`src/rtl/core/wlp_pkg.sv`:
```
// Shared types and constants for the windowed load percentage unit.
package wlp_pkg;

  // Field widths of the stream beats and the configuration word
  localparam int CNT_W   = 64;
  localparam int PCT_W   = 7;
  localparam int CFG_W   = 5;
  // Width wide enough to compare any history length against any depth (up to 511)
  localparam int WLEN_W  = 9;

  localparam logic [PCT_W-1:0] FULL_SCALE = 7'd100;

  // One history entry: load in the low half, total in the high half
  typedef struct packed {
    logic [CNT_W-1:0] total;
    logic [CNT_W-1:0] load;
  } hist_entry_t;

  // Sequencer states, one-hot
  typedef enum logic [4:0] {
    ST_IDLE = 5'b00001,
    ST_READ = 5'b00010,
    ST_CALC = 5'b00100,
    ST_DIV  = 5'b01000,
    ST_DONE = 5'b10000
  } seq_state_t;

endpackage

```
`src/rtl/core/wlp_hist_mem.sv`:
```
// History ring memory: one write port, one registered read port, per-entry valid bits.
module wlp_hist_mem
  import wlp_pkg::*;
#(
  parameter int DEPTH = 16,
  parameter int IDX_W = 4
) (
  input  logic              clk,
  input  logic              rst_n,
  input  logic              rd_en,
  input  logic [IDX_W-1:0]  rd_addr,
  output hist_entry_t       rd_data,
  input  logic              wr_en,
  input  logic [IDX_W-1:0]  wr_addr,
  input  hist_entry_t       wr_data
);

  hist_entry_t            mem [DEPTH];
  hist_entry_t            rd_data_r;
  logic                   rd_valid_r;
  logic [DEPTH-1:0]       valid_r;

  // Write the entry and read the addressed one, data registered
  always_ff @(posedge clk) begin
    if (wr_en) begin
      mem[wr_addr] <= wr_data;
    end
    if (rd_en) begin
      rd_data_r <= mem[rd_addr];
    end
  end

  // Track which entries have been written since reset
  always_ff @(posedge clk) begin
    if (!rst_n) begin
      valid_r    <= '0;
      rd_valid_r <= 1'b0;
    end else begin
      if (wr_en) begin
        valid_r[wr_addr] <= 1'b1;
      end
      if (rd_en) begin
        rd_valid_r <= valid_r[rd_addr];
      end
    end
  end

  // An entry never written reads as zero
  assign rd_data = rd_valid_r ? rd_data_r : '0;

endmodule

```
`src/rtl/core/wlp_div.sv`:
```
// Unsigned restoring divider, one quotient bit per cycle.
module wlp_div #(
  parameter int W = 64
) (
  input  logic          clk,
  input  logic          rst_n,
  input  logic          start,
  input  logic [W-1:0]  dividend,
  input  logic [W-1:0]  divisor,
  output logic          busy,
  output logic [W-1:0]  quot,
  output logic [W-1:0]  rem
);

  localparam int CW = $clog2(W + 1);

  logic [W-1:0]   rem_r;
  logic [W-1:0]   quo_r;
  logic [W-1:0]   den_r;
  logic [CW-1:0]  cnt_r;
  logic           busy_r;
  logic [W:0]     shifted;
  logic [W:0]     diff;

  // Trial subtract of the divisor from the partial remainder
  assign shifted = {rem_r, quo_r[W-1]};
  assign diff    = shifted - {1'b0, den_r};

  // Step counter and busy flag
  always_ff @(posedge clk) begin
    if (!rst_n) begin
      busy_r <= 1'b0;
      cnt_r  <= '0;
    end else if (start) begin
      busy_r <= 1'b1;
      cnt_r  <= '0;
    end else if (busy_r) begin
      cnt_r <= cnt_r + CW'(1);
      if (cnt_r == CW'(W - 1)) begin
        busy_r <= 1'b0;
      end
    end
  end

  // Shift in one quotient bit per step
  always_ff @(posedge clk) begin
    if (start) begin
      rem_r <= '0;
      quo_r <= dividend;
      den_r <= divisor;
    end else if (busy_r) begin
      if (!diff[W]) begin
        rem_r <= diff[W-1:0];
        quo_r <= {quo_r[W-2:0], 1'b1};
      end else begin
        rem_r <= shifted[W-1:0];
        quo_r <= {quo_r[W-2:0], 1'b0};
      end
    end
  end

  assign busy = busy_r;
  assign quot = quo_r;
  assign rem  = rem_r;

endmodule

```
`src/rtl/core/windowed_load_percentage_unit.sv`:
```
// Top level of the windowed load percentage unit: sequencer, history ring and dividers.
//
//  Channel  Direction  Handshake            Payload
//  in_      slave      in_tvalid/in_tready  in_tdata: load [63:0], total [127:64]
//  out_     master     out_tvalid/tready    out_tdata: percentage [6:0]; out_tuser: skipped
//  cfg_     slave      cfg_valid/cfg_ready  cfg_data: history_len [4:0]
//
// A stored sample runs from acceptance through the memory read (ST_READ), forming the
// differences and starting the dividers (ST_CALC), the divider steps until both finish
// (ST_DIV), delivery (ST_DONE) and back to idle. A skipped sample goes from the read
// straight to delivery. The next item is taken while the result waits in the output
// register; only a result still unclaimed at completion stalls.
// Reset (rst_n low, synchronous) clears the valid bits of the history ring at once.
module windowed_load_percentage_unit
  import wlp_pkg::*;
#(
  parameter int HISTORY_DEPTH = 16
) (
  input  logic              clk,
  input  logic              rst_n,
  input  logic              in_tvalid,
  output logic              in_tready,
  input  logic [127:0]      in_tdata,   // load [63:0], total [127:64]
  output logic              out_tvalid,
  input  logic              out_tready,
  output logic [7:0]        out_tdata,  // percentage [6:0], zero [7]
  output logic              out_tuser,  // skipped [0]
  input  logic              cfg_valid,
  output logic              cfg_ready,
  input  logic [CFG_W-1:0]  cfg_data
);

  localparam int IDX_W = (HISTORY_DEPTH > 1) ? $clog2(HISTORY_DEPTH) : 1;
  localparam int LEN_W = $clog2(HISTORY_DEPTH + 1);
  localparam int MOD_W = IDX_W + 1;
  localparam int RST_LEN = (HISTORY_DEPTH < 16) ? HISTORY_DEPTH : 16;

  seq_state_t        state_r, state_nxt;
  logic [LEN_W-1:0]  len_r, len_nxt;
  logic [IDX_W-1:0]  ring_index_r;
  logic [PCT_W-1:0]  current_percent_r;
  logic [CNT_W-1:0]  in_load_r;
  logic [CNT_W-1:0]  in_total_r;
  logic [CNT_W-1:0]  dt_r;
  logic [CNT_W-1:0]  dl100_r;
  logic              skip_r;
  logic              first_r;
  logic              out_valid_r;
  logic [PCT_W-1:0]  out_pct_r;
  logic              out_skip_r;

  hist_entry_t       rd_entry;
  hist_entry_t       wr_entry;
  logic              mem_wr_en;
  logic [CNT_W-1:0]  dt;
  logic [CNT_W-1:0]  dl;
  logic [CNT_W-1:0]  dl100;
  logic              in_fire;
  logic              div_start;
  logic              pct_busy;
  logic [CNT_W-1:0]  pct_quot;
  logic [CNT_W-1:0]  pct_rem;
  logic              idx_busy;
  logic [MOD_W-1:0]  idx_quot;
  logic [MOD_W-1:0]  idx_rem;
  logic [MOD_W-1:0]  idx_succ;
  logic [PCT_W-1:0]  pct_sat;
  logic              deliver;
  logic [WLEN_W-1:0] cfg_wide;

  assign in_fire   = in_tvalid && in_tready;
  assign in_tready = (state_r == ST_IDLE);
  assign cfg_ready = 1'b1;

  // Clamp the written history length into 1..HISTORY_DEPTH
  assign cfg_wide = WLEN_W'(cfg_data);
  always_comb begin
    if (cfg_wide == '0) begin
      len_nxt = LEN_W'(1);
    end else if (cfg_wide > WLEN_W'(HISTORY_DEPTH)) begin
      len_nxt = LEN_W'(HISTORY_DEPTH);
    end else begin
      len_nxt = cfg_wide[LEN_W-1:0];
    end
  end

  always_ff @(posedge clk) begin
    if (!rst_n) begin
      len_r <= LEN_W'(RST_LEN);
    end else if (cfg_valid && cfg_ready) begin
      len_r <= len_nxt;
    end
  end

  // History ring, read at acceptance, written back in the following cycle when the total has moved
  assign wr_entry.load  = in_load_r;
  assign wr_entry.total = in_total_r;
  assign mem_wr_en      = (state_r == ST_READ) && (dt != '0);

  wlp_hist_mem #(
    .DEPTH (HISTORY_DEPTH),
    .IDX_W (IDX_W)
  ) u_hist_mem (
    .clk     (clk),
    .rst_n   (rst_n),
    .rd_en   (in_fire),
    .rd_addr (ring_index_r),
    .rd_data (rd_entry),
    .wr_en   (mem_wr_en),
    .wr_addr (ring_index_r),
    .wr_data (wr_entry)
  );

  // Differences against the oldest entry; 100 * dl as shift-and-add
  assign dt    = in_total_r - rd_entry.total;
  assign dl    = in_load_r - rd_entry.load;
  assign dl100 = (dl << 6) + (dl << 5) + (dl << 2);

  // Dividers: percentage quotient and ring index modulo the window length
  assign div_start = (state_r == ST_CALC);
  assign idx_succ  = {1'b0, ring_index_r} + MOD_W'(1);

  wlp_div #(.W(CNT_W)) u_pct_div (
    .clk      (clk),
    .rst_n    (rst_n),
    .start    (div_start),
    .dividend (dl100_r),
    .divisor  (dt_r),
    .busy     (pct_busy),
    .quot     (pct_quot),
    .rem      (pct_rem)
  );

  wlp_div #(.W(MOD_W)) u_idx_div (
    .clk      (clk),
    .rst_n    (rst_n),
    .start    (div_start),
    .dividend (idx_succ),
    .divisor  (MOD_W'(len_r)),
    .busy     (idx_busy),
    .quot     (idx_quot),
    .rem      (idx_rem)
  );

  // Saturate the quotient at full scale; against an entry with zero total the result is zero
  always_comb begin
    if (first_r) begin
      pct_sat = '0;
    end else if ((pct_quot[CNT_W-1:PCT_W] != '0) || (pct_quot[PCT_W-1:0] > FULL_SCALE)) begin
      pct_sat = FULL_SCALE;
    end else begin
      pct_sat = pct_quot[PCT_W-1:0];
    end
  end

  assign deliver = (state_r == ST_DONE) && (!out_valid_r || out_tready);

  // Sequencer
  always_comb begin
    state_nxt = state_r;
    unique case (state_r)
      ST_IDLE: if (in_fire) state_nxt = ST_READ;
      ST_READ: state_nxt = (dt == '0) ? ST_DONE : ST_CALC;
      ST_CALC: state_nxt = ST_DIV;
      ST_DIV:  if (!pct_busy && !idx_busy) state_nxt = ST_DONE;
      ST_DONE: if (deliver) state_nxt = ST_IDLE;
      default: state_nxt = ST_IDLE;
    endcase
  end

  always_ff @(posedge clk) begin
    if (!rst_n) begin
      state_r <= ST_IDLE;
    end else begin
      state_r <= state_nxt;
    end
  end

  // Hold the input beat and the differences
  always_ff @(posedge clk) begin
    if (in_fire) begin
      in_load_r  <= in_tdata[CNT_W-1:0];
      in_total_r <= in_tdata[2*CNT_W-1:CNT_W];
    end
    if (state_r == ST_READ) begin
      dt_r    <= dt;
      dl100_r <= dl100;
      skip_r  <= (dt == '0);
      first_r <= (rd_entry.total == '0);
    end
  end

  // Advance the ring and the current percentage on delivery of a stored sample
  always_ff @(posedge clk) begin
    if (!rst_n) begin
      ring_index_r      <= '0;
      current_percent_r <= '0;
    end else if (deliver && !skip_r) begin
      ring_index_r      <= idx_rem[IDX_W-1:0];
      current_percent_r <= pct_sat;
    end
  end

  // Output register
  always_ff @(posedge clk) begin
    if (!rst_n) begin
      out_valid_r <= 1'b0;
    end else if (deliver) begin
      out_valid_r <= 1'b1;
    end else if (out_tready) begin
      out_valid_r <= 1'b0;
    end
  end

  always_ff @(posedge clk) begin
    if (deliver) begin
      out_pct_r  <= skip_r ? current_percent_r : pct_sat;
      out_skip_r <= skip_r;
    end
  end

  assign out_tvalid = out_valid_r;
  assign out_tdata  = {1'b0, out_pct_r};
  assign out_tuser  = out_skip_r;

endmodule

```
`config.mk`:
```
export PLATFORM = sky130hd
export DESIGN_NAME = windowed_load_percentage_unit
export DESIGN_NICKNAME = d
export VERILOG_FILES = /design/src/rtl/core/wlp_pkg.sv /design/src/rtl/core/wlp_hist_mem.sv /design/src/rtl/core/wlp_div.sv /design/src/rtl/core/windowed_load_percentage_unit.sv
export SDC_FILE = /design/constraint.sdc
export NUM_CORES = 2
export LEC_CHECK = 0
export BUFFER_PORTS_ARGS = -buffer_cell sky130_fd_sc_hd__buf_2
export CAP_MARGIN = 5
export CORE_UTILIZATION = 55
export CTS_BUF_LIST = sky130_fd_sc_hd__clkbuf_4
export CTS_CLUSTER_SIZE = 8
export DETAILED_ROUTE_END_ITERATION = 10
export PLACE_DENSITY_LB_ADDON = 0.1
export RECOVER_POWER = 50
export SYNTH_ARGS = -nofsm -noshare
export SYNTH_HDL_FRONTEND = slang
export SYNTH_HIERARCHICAL = 1
export SYNTH_SLANG_ARGS = --single-unit
```
`constraint.sdc`:
```
create_clock -name clk -period 12.9 [get_ports clk]
set_input_delay 0.645 -clock clk [delete_from_list [all_inputs] [get_ports clk]]
set_output_delay 0.645 -clock clk [all_outputs]
set_load 0.005 [all_outputs]
```
==> flow_summary.yaml <==
grt:
  grt_pass1_vias: 67151
  grt_pass1_wl_um: 418000
  antenna_found_initial: 9
  grt-ovfl-total: 0
  grtUsageTotal_pct: 26.6
  grt_max_degree: 131
detailed_routing:
  ant_nets: 0
  vias_per_cell: 6.04
  wirelength_um: 280000
  first_pass_iters: 6
  wire_per_inst_um: 25.3
  drc: 0
  vias: 66884
  drt-initial-drc-count: 6310
hold_path:
  holdCritPathClass: "input pin to flip-flop"
  hold_depth: 6
  hold_end: "state_r[2]"
  hp-start: "in_tvalid"
finish:
  nets: 8256
  area_growth_pct: 13.0
  drive_above_1_share_pct: 23.8
  fin_util_pct: 62.5
  instances_no_fill: 11078
  n_fill_cell: 15553
pwr:
  pwr_density_cell_nw_per_um2: 208
  p_total_w: 0.0272
  share_seq_of_total_power_pct: 42.8
  vdd_drop_max_mv: 0.254
  p_clk_share_pct: 25.8
  p_sw_share_pct: 33.3
  p_int_w: 0.0182
  p_sw_w: 0.00908
  cellLeakagePower_nw: 43.3
  combPwrFrac_pct: 31.5
clock_network:
  cts_tree: "built"
  cts_resized: 0
  ctsLongestPathBuffers: 4
  cts.sinks: 2662
  ctsHtreeMaxLevel: 6
  cts-root-buf: "clkbuf_4"
  clock_latency_ns: 1.47
  clkTransAtPathRegs_ns: 0.07
  cts_buffers: 686
critical_path:
  r2r_cells: 4
  end_kind: "flip-flop"
  critPathRequiredTime_ns: 14.00
  crit_family: "buffers and inverters"
  cpMaxStageDelayCell: "clkbuf_1"
  cp_num_buf_inv: 2
  r2r_start: "ring_index_r[1]"
  crit_top_cell: "mux4_2"
  r2r_slack_ns: 3.04
  arrival_ns: 10.96
  worst-path-max-fanout: 130
  cp-start-kind: "flip-flop"
  r2r-end: "u_hist_mem/rd_data_r[91]"
  crit_chain: "clkbuf_1 > buf_4 > mux4_2 > mux4_2"
  slowest_delay_ns: 6.27
  criticalPathCategory: "flip-flop to flip-flop"
synth:
  ys_warn_count: 6
  syn_area_um2: 116000
  synth_cells: 6896
  avgSynthCellArea_um2: 16.8
timing:
  tightest_slew_ns: 9.03
  skew_ns: 0.139
  finalSetupViolCount: 0
  rsz0062_at_grt: "false"
  slew_violations: 768
  slew_headroom_pct: -502
  finalHoldViolations: 0
  max_freq_ghz: 0.101
  fin_setup_tns_ns: 0
  finalCriticalPeriod_ns: 9.86
  finalCritPeriodShare_pct: 76.4
die:
  start_util_pct: 55.4
  die_h_um: 461
  core_area_um2: 210000
  ioPinCount: 150
  rows: 168
  die_area_um2: 213000
  die_x_um: 461
flow_run:
  maxCapViolations: 12
placement:
  port_buffers: 145
  place.gp.congestion: 0.925
  placed_cells: 9640
  dpl.hpwl_um: 158000
run_status:
  violations: "max-capacitance violations, max-slew violations"
  status: "finished, violations left"
final cells by class:
class,instances,area (µm²),share of cell area [%]
flip-flops and latches,2662,78800,60.1
multi-input cells,3623,34900,26.6
clock buffers,992,7450,5.68
repair buffers,509,4300,3.28
well taps,2805,3510,2.68
inverters,319,1200,0.915
clock inverters,156,933,0.712
diodes,12,30.0,0.0229
repair_timing:
item | in CTS | in global routing
hold buffers | 278 | 0
setup buffers | 0 | 0
hold endpoints to repair | 223 | 0
worst reg2reg max path, stage by stage, from the launching register on:
cell	delay, ns
dfxtp_4	0.70
clkbuf_1	6.28
buf_4	1.58
mux4_2	0.48
mux4_2	0.53
how the worst max path moves through the flow:
stage	start	to	slack (ns)	depth (start not counted)
global route	ring_index_r[1]	u_hist_mem/rd_data_r[91]	2.66	4
global placement	u_hist_mem/rd_valid_r	dl100_r[63]	4.61	27
detailed placement	u_hist_mem/rd_valid_r	dl100_r[63]	4.55	27
floorplan	u_hist_mem/rd_valid_r	u_hist_mem/mem[1][0]	2.82	20
CTS	u_hist_mem/rd_valid_r	dl100_r[63]	4.52	27
finish	ring_index_r[1]	u_hist_mem/rd_data_r[91]	3.04	4
registers in the layout, indices dropped and copies added (netlist names), 62 cells and up:
register / flops
u_hist_mem/rd_data_r: 126
dt_r: 64
u_hist_mem/mem: 2016
dl100_r: 62
u_pct_div/rem: 64
in_total_r: 64
u_pct_div/den_r: 64
u_pct_div/quot: 64
in_load_r: 62
power groups by stage:
stage                     registers, W  logic [W]  clock network, W
final                           0.0116    0.00858           0.00702
after CTS                       0.0116    0.00856           0.00723
after global routing            0.0117    0.00961           0.00767
after global placement          0.0118    0.00841                 0
after floorplan                 0.0115    0.00654                 0
after detailed placement        0.0118    0.00845                 0
metal layers:
metal,wire [µm],track usage [%]
met1,126000,39.7
met2,128000,39.9
met3,20600,5.20
met4,5570,7.50
met5,13,0
per-stage QoR:
| stage | area, µm² | hold WS (ns) | setup slack (ns) |
|---|---|---|---|
| after floorplan | 116000 | 0.400 | 2.82 |
| after global placement | 120000 | 0.403 | 4.61 |
| after detailed placement | 120000 | 0.405 | 4.55 |
| after CTS | 131000 | 0.180 | 4.52 |
| after global routing | 131000 | 0.267 | 2.66 |
| final | 131000 | 0.329 | 3.04 |
cell usage in the layout (no fill, tap or decap), types with 139 or more instances in the layout:
master,instances
clkbuf_4,992
dlygate4sd3_1,278
nand2_1,340
edfxtp_1,2542
nor2_1,247
o21ai_0,179
mux4_2,600
a21oi_1,344
inv_1,315
a21o_1,139
ha_1,284
(Power assumes the default switching activity.)
